### src/hdl/lgen_ram.sv
// Generic single-write, single-read synchronous RAM with registered read data.
// No dependencies.
`timescale 1ns / 1ps

module lgen_ram #(
  parameter int WIDTH = 64,
  parameter int DEPTH = 64
) (
  input  logic                     clk,
  input  logic                     we,
  input  logic [$clog2(DEPTH)-1:0] waddr,
  input  logic [WIDTH-1:0]         wdata,
  input  logic                     re,
  input  logic [$clog2(DEPTH)-1:0] raddr,
  output logic [WIDTH-1:0]         rdata
);

  logic [WIDTH-1:0] mem_r [DEPTH];
  logic [WIDTH-1:0] rdata_r;

  always_ff @(posedge clk) begin
    if (we) begin
      mem_r[waddr] <= wdata;
    end
    if (re) begin
      rdata_r <= mem_r[raddr];
    end
  end

  assign rdata = rdata_r;

endmodule

### config.mk
export PLATFORM = sky130hd
export DESIGN_NAME = lgen_ram
export DESIGN_NICKNAME = d
export VERILOG_FILES = /design/src/hdl/lgen_ram.sv
export SDC_FILE = /design/constraint.sdc
export NUM_CORES = 2
export LEC_CHECK = 0
export BUFFER_PORTS_ARGS = -buffer_cell sky130_fd_sc_hd__buf_2
export CAP_MARGIN = 5
export CORE_MARGIN = 2
export CORE_UTILIZATION = 50
export DETAILED_ROUTE_END_ITERATION = 8
export GPL_ROUTABILITY_DRIVEN = 1
export PLACE_DENSITY_LB_ADDON = 0.08
export SLEW_MARGIN = 20
export SYNTH_ARGS = -nofsm -noshare
export SYNTH_HDL_FRONTEND = slang
export SYNTH_SLANG_ARGS = --single-unit
### constraint.sdc
create_clock -name clk -period 15.9 [get_ports clk]
set_input_delay 0.795 -clock clk [delete_from_list [all_inputs] [get_ports clk]]
set_output_delay 0.795 -clock clk [all_outputs]
set_load 0.1 [all_outputs]
==> metrics <==
leakage power around 55 nW; met2 GRT Util roughly 45%; All-Layer GR Usage 28.5%; total gr overflow 0; hpwl dp between 200 and 250 mm; combinational fraction of design power 4.9%; Least-Margin Pin Slew between 1 and 1.5 ns; Resized Gates After CTS 0; width of the die 564 microns; Post-Route WL 452 mm; Avg WL per Cell 39.3 microns; Yosys reg bits roughly 4,200; R2R cell count 5; H-tree level count 5; GPL Wtd Cong 0.775; postcts setup bufs 0; startpoint types input pin; worst path required time between 15 and 20 ns; PwrDens ~130 mW/mm^2; relative slew slack 17.6%; RSZ-0062 raised after global routing no; part of the cycle the worst path needs 30.0%; CTS Buf Count 420; most used routing layer met2; CTS sink cnt about 4,200; distinct cell type count after synthesis 32; Fin Hold WS 0.248 ns; register area about 0.12 sq mm; CTS Root Cell clkbuf_16; Vias/cell 6.64; Pre-Repair DR Iteration Count 5; r2r setup slk 13.37 ns; vias in the first global route 75,689; sequential share of power 53.4%; Psw between 4 and 5 mW; share of post-route cells with drive strength above 1 28.0%; reg-to-reg endpoint rdata[26]$_DFFE_PP_; Max IR drop VDD 0.000113 V; Post-synth EDFFs 4,160; vias 76,438; total negative slack 0 ns; Seq/Total Area, Yosys 79.6%; Initial DRC Count 10,622; crit path DAT around 5.4 ns; Fmax achieved 210 MHz; hold_sp wdata[60]; Fin Clk Skew 0.0590 ns; Syn-to-layout area delta 12.7%; Initial Util 50.3%; clk buf depth 4; Min-Delay Path Depth 1; Hold Vio Cnt, Final 0; syn_area_per_cell 23.8 sq um; Hold Crit Class input pin to flop; antenna-violating nets left 0; CTS Hold Bufs 0; I/O Pins 143; fillers 22,780; Mapped Cells 6,598; Clock Latency Late Sink 0.98 ns; post-route minimum period about 4.8 ns; Worst R2R Start mem_r[13][26]$_DFFE_PP_; largest net degree at the start of global routing between 100 and 150; Switching Fraction 21.6%; first-pass GRT wire length 621 mm; status complete, no violations; Hold Path Sink mem_r[3][60]$_DFFE_PP_; Synth Flop Type edfxtp_1; Die Y between 500 and 600 microns; max cap viols 0; Post-Synthesis Net Count between 6,000 and 7,000; Worst-path clk slew 0.06 ns; Worst Path Max Fanout 106; clock share of power 41.7%; final setup violation count 0; Core Area between 0.3 and 0.4 sq mm; Layout Nets between 7,000 and 8,000; M1 GR Usage about 41%; CTS tree built; # port buffers 142; Mapped Area 0.157 sq mm; antenna violations before repair 45; Yosys Warn Count 0; Post-synth ARST share 0%; Slew Viols, Final 0; CP Class input pin to flop; crit end category flop; row count ~200; area of the multi-input gates slightly above 0.03 sq mm; die area 0.318 sq mm; Power Internal 17.9 mW; # DRC 0; grt met3 use roughly 4.7%
[metal layers]
layer	share of wire, %	wire length (microns)
met2	48	219000
met3	8.7	39400
met5	0.010	47
met4	2.5	11200
met1	40	183000
[cells in the mapped netlist (all sizes together) (3+ instances only)]
| cell type | instances | area share (%) |
|---|---|---|
| nand2 | 58 | 0.14 |
| inv | 19 | 0.045 |
| clkbuf | 140 | 0.33 |
| nor2b | 28 | 0.11 |
| a41oi | 26 | 0.15 |
| or2 | 28 | 0.11 |
| mux2i | 135 | 0.86 |
| a211oi | 63 | 0.30 |
| a22o | 88 | 0.49 |
| or3 | 29 | 0.12 |
| edfxtp | 4160 | 80 |
| nor2 | 112 | 0.27 |
| mux4 | 1024 | 15 |
| nand2b | 11 | 0.044 |
| a31oi | 18 | 0.072 |
| and2 | 3 | 0.012 |
| nand3 | 45 | 0.14 |
| o22ai | 83 | 0.33 |
| a22oi | 168 | 0.80 |
| and3 | 64 | 0.26 |
| o221ai | 38 | 0.21 |
| buf | 230 | 0.80 |
| a2bb2oi | 19 | 0.11 |
[worst max-delay path, stage by stage]
cell and delay, ns:
buf_12 0.43, buf_12 0.54, buf_12 0.69, buf_12 0.37, buf_16 0.50, mux4_2 0.60, mux2i_1 0.17, nand2_1 0.09
a31oi_1 0.54, a211oi_1 0.09
[final cells by class]
class / instances / share of cell area (%)
Inverter: 19 / 0.0403
Clock buffer: 507 / 6.20
Sequential cell: 4160 / 70.6
Timing Repair Buffer: 364 / 1.61
Multi-Input combinational cell: 2049 / 17.4
Clock inverter: 255 / 1.21
Antenna cell: 20 / 0.0283
Tap cell: 4140 / 2.93
[logic make-up (layout without fill, tap and decap cells)]
logic type	Yosys count	in the layout	synth area share, %
AOI/OAI and AO/OA	504	504	2.47
buffers and inverters	389	1145	1.18
DFF	4160	4160	79.6
muxes	1159	1159	15.6
other	0	20	0
and+or+nand+nor	386	386	1.23
[how the worst max path moves through the flow]
stage                         from                endpoint  slack (ns)  depth (start not counted)
after detailed placement  raddr[1]     rdata[60]$_DFFE_PP_       10.22                          9
final                     raddr[0]     rdata[39]$_DFFE_PP_       11.14                         10
after global routing      raddr[0]     rdata[25]$_DFFE_PP_       10.79                         10
after global placement    raddr[1]     rdata[60]$_DFFE_PP_       10.17                          9
after floorplan           waddr[3]  mem_r[48][0]$_DFFE_PP_        9.67                          4
after CTS                 raddr[1]     rdata[60]$_DFFE_PP_       11.20                          9
[cell usage in the layout (no fill, tap or decap), drive strengths merged]
cell,count
mux4,1024
a211oi,63
mux2i,135
a41oi,26
nand4b,1
or3,29
or3b,1
a22oi,168
nand4,2
a2bb2oi,19
a31o,1
and2,3
and3,64
inv,34
nor2,112
edfxtp,4160
o22ai,83
nand2b,11
clkinv,200
clkbuf,507
bufinv,30
a31oi,18
nand2,58
nand3b,2
or2,28
nor3,2
a22o,88
nand3,45
buf,364
diode,20
clkinvlp,10
nor2b,28
o221ai,38
[per-stage QoR]
stage | setup WS (ns) | std cells | util (%) | cell area, sq um | power, mW
2_1_floorplan | 9.67 | 6598 | - | 157000 | 13.1
3_5_place_dp | 10.22 | 10728 | 52.4 | 164000 | 13.6
4_1_cts | 11.20 | 11490 | 56.6 | 177000 | 23.0
6_report | 11.14 | 11514 | 56.7 | 177000 | 22.9
3_3_place_gp | 10.17 | 10717 | 52.3 | 163000 | 13.6
5_1_grt | 10.79 | 11500 | 56.7 | 177000 | 23.5
[state kept, by name, summed over array words and instances, names as in the netlist]
signal / cells
rdata: 64
mem_r: 4096
[power groups by stage]
stage / combinational [mW] / clock, mW / sequential, mW
after floorplan: 0.566 / 0 / 12.5
after global placement: 1.11 / 0 / 12.4
after detailed placement: 1.13 / 0 / 12.4
after CTS: 1.13 / 9.67 / 12.2
after global routing: 1.19 / 10.1 / 12.2
final: 1.13 / 9.53 / 12.2
(Power assumes the default switching activity.)
