$ cat src/hdl/lgen_pkg.sv
// Shared constants, types and helpers for the life generation engine.
// No dependencies; used by life_generation_engine and lgen_row_calc.
`timescale 1ns / 1ps

package lgen_pkg;

  localparam int MAX_ROWS = 64;
  localparam int MAX_COLS = 64;
  localparam int ROW_W    = $clog2(MAX_ROWS);
  localparam int COL_W    = $clog2(MAX_COLS);
  localparam int NR_W     = $clog2(MAX_ROWS + 1);
  localparam int NC_W     = $clog2(MAX_COLS + 1);
  localparam int CFG_W    = 7;
  localparam int OP_W     = 2;
  localparam int IDX_W    = 6;

  localparam logic [OP_W-1:0] OP_WRITE = 2'd0;
  localparam logic [OP_W-1:0] OP_READ  = 2'd1;
  localparam logic [OP_W-1:0] OP_GEN   = 2'd2;

  localparam logic REG_ROWS = 1'b0;
  localparam logic REG_COLS = 1'b1;

  typedef logic [MAX_COLS-1:0] row_t;

  typedef struct packed {
    row_t prev;
    row_t cur;
    row_t nxt;
  } win_t;

  function automatic logic [NR_W-1:0] bound_rows(input logic [CFG_W-1:0] v);
    if (v == '0) return NR_W'(1);
    if (32'(v) > MAX_ROWS) return NR_W'(MAX_ROWS);
    return NR_W'(v);
  endfunction

  function automatic logic [NC_W-1:0] bound_cols(input logic [CFG_W-1:0] v);
    if (v == '0) return NC_W'(1);
    if (32'(v) > MAX_COLS) return NC_W'(MAX_COLS);
    return NC_W'(v);
  endfunction

endpackage

$ cat src/hdl/lgen_row_calc.sv
// Next-generation value of one grid row from the three old rows around it.
// Depends on lgen_pkg; one lane per column, wrap at the active column count.
`timescale 1ns / 1ps

module lgen_row_calc (
  input  lgen_pkg::win_t            win,
  input  logic [lgen_pkg::NC_W-1:0] nc,
  output lgen_pkg::row_t            new_row
);

  logic [lgen_pkg::COL_W-1:0] last_col;
  lgen_pkg::row_t up_l, md_l, dn_l;
  lgen_pkg::row_t up_rb, md_rb, dn_rb;
  lgen_pkg::row_t up_r, md_r, dn_r;
  logic [3:0] nbr [lgen_pkg::MAX_COLS];

  assign last_col = lgen_pkg::COL_W'(nc - 1'b1);

  assign up_l = {win.prev[lgen_pkg::MAX_COLS-2:0], win.prev[last_col]};
  assign md_l = {win.cur[lgen_pkg::MAX_COLS-2:0],  win.cur[last_col]};
  assign dn_l = {win.nxt[lgen_pkg::MAX_COLS-2:0],  win.nxt[last_col]};

  assign up_rb = {1'b0, win.prev[lgen_pkg::MAX_COLS-1:1]};
  assign md_rb = {1'b0, win.cur[lgen_pkg::MAX_COLS-1:1]};
  assign dn_rb = {1'b0, win.nxt[lgen_pkg::MAX_COLS-1:1]};

  always_comb begin
    for (int c = 0; c < lgen_pkg::MAX_COLS; c++) begin
      up_r[c] = (lgen_pkg::COL_W'(c) == last_col) ? win.prev[0] : up_rb[c];
      md_r[c] = (lgen_pkg::COL_W'(c) == last_col) ? win.cur[0]  : md_rb[c];
      dn_r[c] = (lgen_pkg::COL_W'(c) == last_col) ? win.nxt[0]  : dn_rb[c];
      nbr[c] = {3'b0, up_l[c]} + {3'b0, win.prev[c]} + {3'b0, up_r[c]}
             + {3'b0, md_l[c]} + {3'b0, md_r[c]}
             + {3'b0, dn_l[c]} + {3'b0, win.nxt[c]} + {3'b0, dn_r[c]};
      if (32'(c) < 32'(nc)) begin
        if (win.cur[c]) begin
          new_row[c] = (nbr[c] == 4'd2) || (nbr[c] == 4'd3);
        end else begin
          new_row[c] = (nbr[c] == 4'd3);
        end
      end else begin
        new_row[c] = win.cur[c];
      end
    end
  end

endmodule
$ cat config.mk
export PLATFORM = sky130hd
export DESIGN_NAME = lgen_row_calc
export DESIGN_NICKNAME = d
export VERILOG_FILES = /design/src/hdl/lgen_pkg.sv /design/src/hdl/lgen_row_calc.sv
export SDC_FILE = /design/constraint.sdc
export NUM_CORES = 1
export LEC_CHECK = 0
export ABC_AREA = 1
export BUFFER_PORTS_ARGS = -buffer_cell sky130_fd_sc_hd__buf_2
export CAP_MARGIN = 30
export CORE_MARGIN = 3
export CORE_UTILIZATION = 66
export DETAILED_ROUTE_END_ITERATION = 10
export PLACE_DENSITY = 0.91
export SLEW_MARGIN = 0
export SYNTH_ARGS = -nofsm -noshare
export SYNTH_HDL_FRONTEND = slang
export SYNTH_SLANG_ARGS = --single-unit
$ cat constraint.sdc
create_clock -name vclk -period 16.1
set_clock_uncertainty 0.15 [all_clocks]
set_input_delay 3.22 -clock vclk [all_inputs]
set_output_delay 3.22 -clock vclk [all_outputs]
set_load 0.03 [all_outputs]
==> flow_summary.yaml <==
placement:
  dp_hpwl_um: 41400
  gp_congestion: 1.03
  dp_cells: 2816
  port_buffers: 263
setup_path:
  max_stage_delay_ns: 0.76
  crit_arrival_ns: 10.03
  crit_required_ns: 12.73
  start_kind: "primary input"
  crit_path_frequent_cell: "nand2_1"
  crit_slowest_cell: "buf_4"
  endpoint_kind: "primary output"
  worstSetupPathType: "in2out"
  critPathMaxFanout: 102
logic_synthesis:
  synth.largest_area_cell: "fa_1"
  synthMuxAreaShare_pct: 0
  synthTopCellsByCount: "nand2_1 (613), inv_1 (352), fa_1 (256)"
  synthesis.nets: 2940
  synth_area_sq_um: 15900
  syn_inst: 2288
  synth_top_family_by_area: "adder cells"
  synth_most_common_cell: "nand2_1"
  yosys.area_share.adder_pct: 47.7
  synth_warnings: 0
  synth-compound-area-share_pct: 15.8
  post_synth_num_cell_types: 36
  synth-simple-area-share_pct: 25.6
  synthTopCellsByArea: "fa_1 (32%), ha_1 (15%), nand2_1 (14%), inv_1 (8.3%), o21ai_0 (7.8%)"
  synthDominantCellAreaShare_pct: 32.2
  synth-xor-area-share_pct: 0.346
  synthesis.area_per_instance_sq_um: 6.96
  ys_seq_area_share_pct: 0
cells_and_area:
  clkbuf_count: 0
  ff_latch_area_sq_um: 0
  area_growth_pct: 9.43
  nFlopsAndLatches: 0
  layout-drive-gt1-share_pct: 13.1
  fin_nets: 3151
  final_util_pct: 73.8
  instances_no_fill: 2823
floorplanning:
  rows: 56
  fp.dieH_um: 161
  core_area_sq_um: 23600
  die_area_sq_um: 26000
  io_pins: 263
  initial_core_util_pct: 67.4
  die_w_um: 161
route:
  ant_nets: 0
  vias: 17130
  drc: 0
  routedWlPerCell_um: 18.1
  drt_pre_antenna_iters: 6
  wl_um: 51200
  routed_via_density: 6.07
  drtIter0Drc: 1740
timing:
  rsz0062_at_grt: "no"
  finalMaxSlewViolations: 0
  setup_violations: 0
  setup_tns_ns: 0
  hold_viol_final: 0
  layout_worst_path_cycle_share_pct: 83.2
  min_period_ns: 13.40
  maxSlewHeadroom_pct: 31.4
  clock.fmax_mhz: 74.6
  worst_slew_pin_slew_ns: 1.03
global_routing:
  track_usage_pct: 39.5
  grt_start_max_net_pins: 103
  antenna_found_initial: 2
  grt-ovfl-total: 0
  first_global_vias: 17285
  grt_pass1_wl_um: 83600
clock_tree:
  cts-resized-gates: 0
  post-cts-setup-buffer-count: 0
  ctsHoldBuffers: 0
hold_path:
  hold_class: "in2out"
flow_run:
  max_cap_violations: 0
run_status:
  status: "finished clean"
final timing paths:
path	startpoint	to	slack (ns)	cells past startpoint
worst min-delay path	win[117]	new_row[53]	6.72	4
worst max-delay path	nc[0]	new_row[0]	2.70	25
layout make-up:
| type | count | area (sq um) |
|---|---|---|
| Fill cell | 1904 | 6200 |
| Tap cell | 319 | 399 |
| Timing Repair Buffer | 274 | 1400 |
| Multi-Input combinational cell | 1861 | 14200 |
| Inverter | 362 | 1360 |
| Antenna cell | 7 | 17.5 |
critical path: cells and delay by family:
family	cells	cell delay (ns)
compound gates	3	0.54
fa+ha+maj	6	2.64
buf+inv	7	2.80
simple gates	9	0.81
routing by layer:
layer / global-route usage, % / routed length (um)
met5: 0 / 13
met4: 19.6 / 2850
met3: 7.00 / 6180
met2: 65.0 / 23500
met1: 50.3 / 18600
stage by stage:
| step | area (sq um) | setup slack, ns | hold WS [ns] |
|---|---|---|---|
| final | 17400 | 2.70 | 6.72 |
| after floorplan | 15900 | 4.49 | 6.47 |
| after CTS | 17400 | 2.83 | 6.72 |
| after detailed placement | 17400 | 2.84 | 6.72 |
| after global placement | 17400 | 3.02 | 6.72 |
| after global routing | 17400 | 2.39 | 6.76 |
cells by family (layout without fill, tap and decap cells):
logic type,Yosys count,count (layout)
fa+ha+maj,453,453
compound gates,462,462
other cells,0,7
buf+inv,427,636
simple gates,944,944
xor+xnor,2,2
cells in the final DEF, fill, tap and decap left out, types with 2 or more instances in the layout:
cell         n
o21ai_1     12
a21oi_1    127
nor2_1     128
nor2_8       2
nand4_1     18
inv_2        6
o211a_1      3
nand2_1    613
o21a_1       3
a211o_1      8
nand2_4     20
inv_4        2
a31oi_1     12
diode_2      7
o211ai_1    41
nor2_4      12
nand3_1    140
ha_1       197
o221ai_1     2
buf_2      262
inv_1      352
fa_1       256
buf_4       12
o21ai_0    247
nand2_2      2
o2111ai_1    6
nor2_2       7
clkinv_1     2
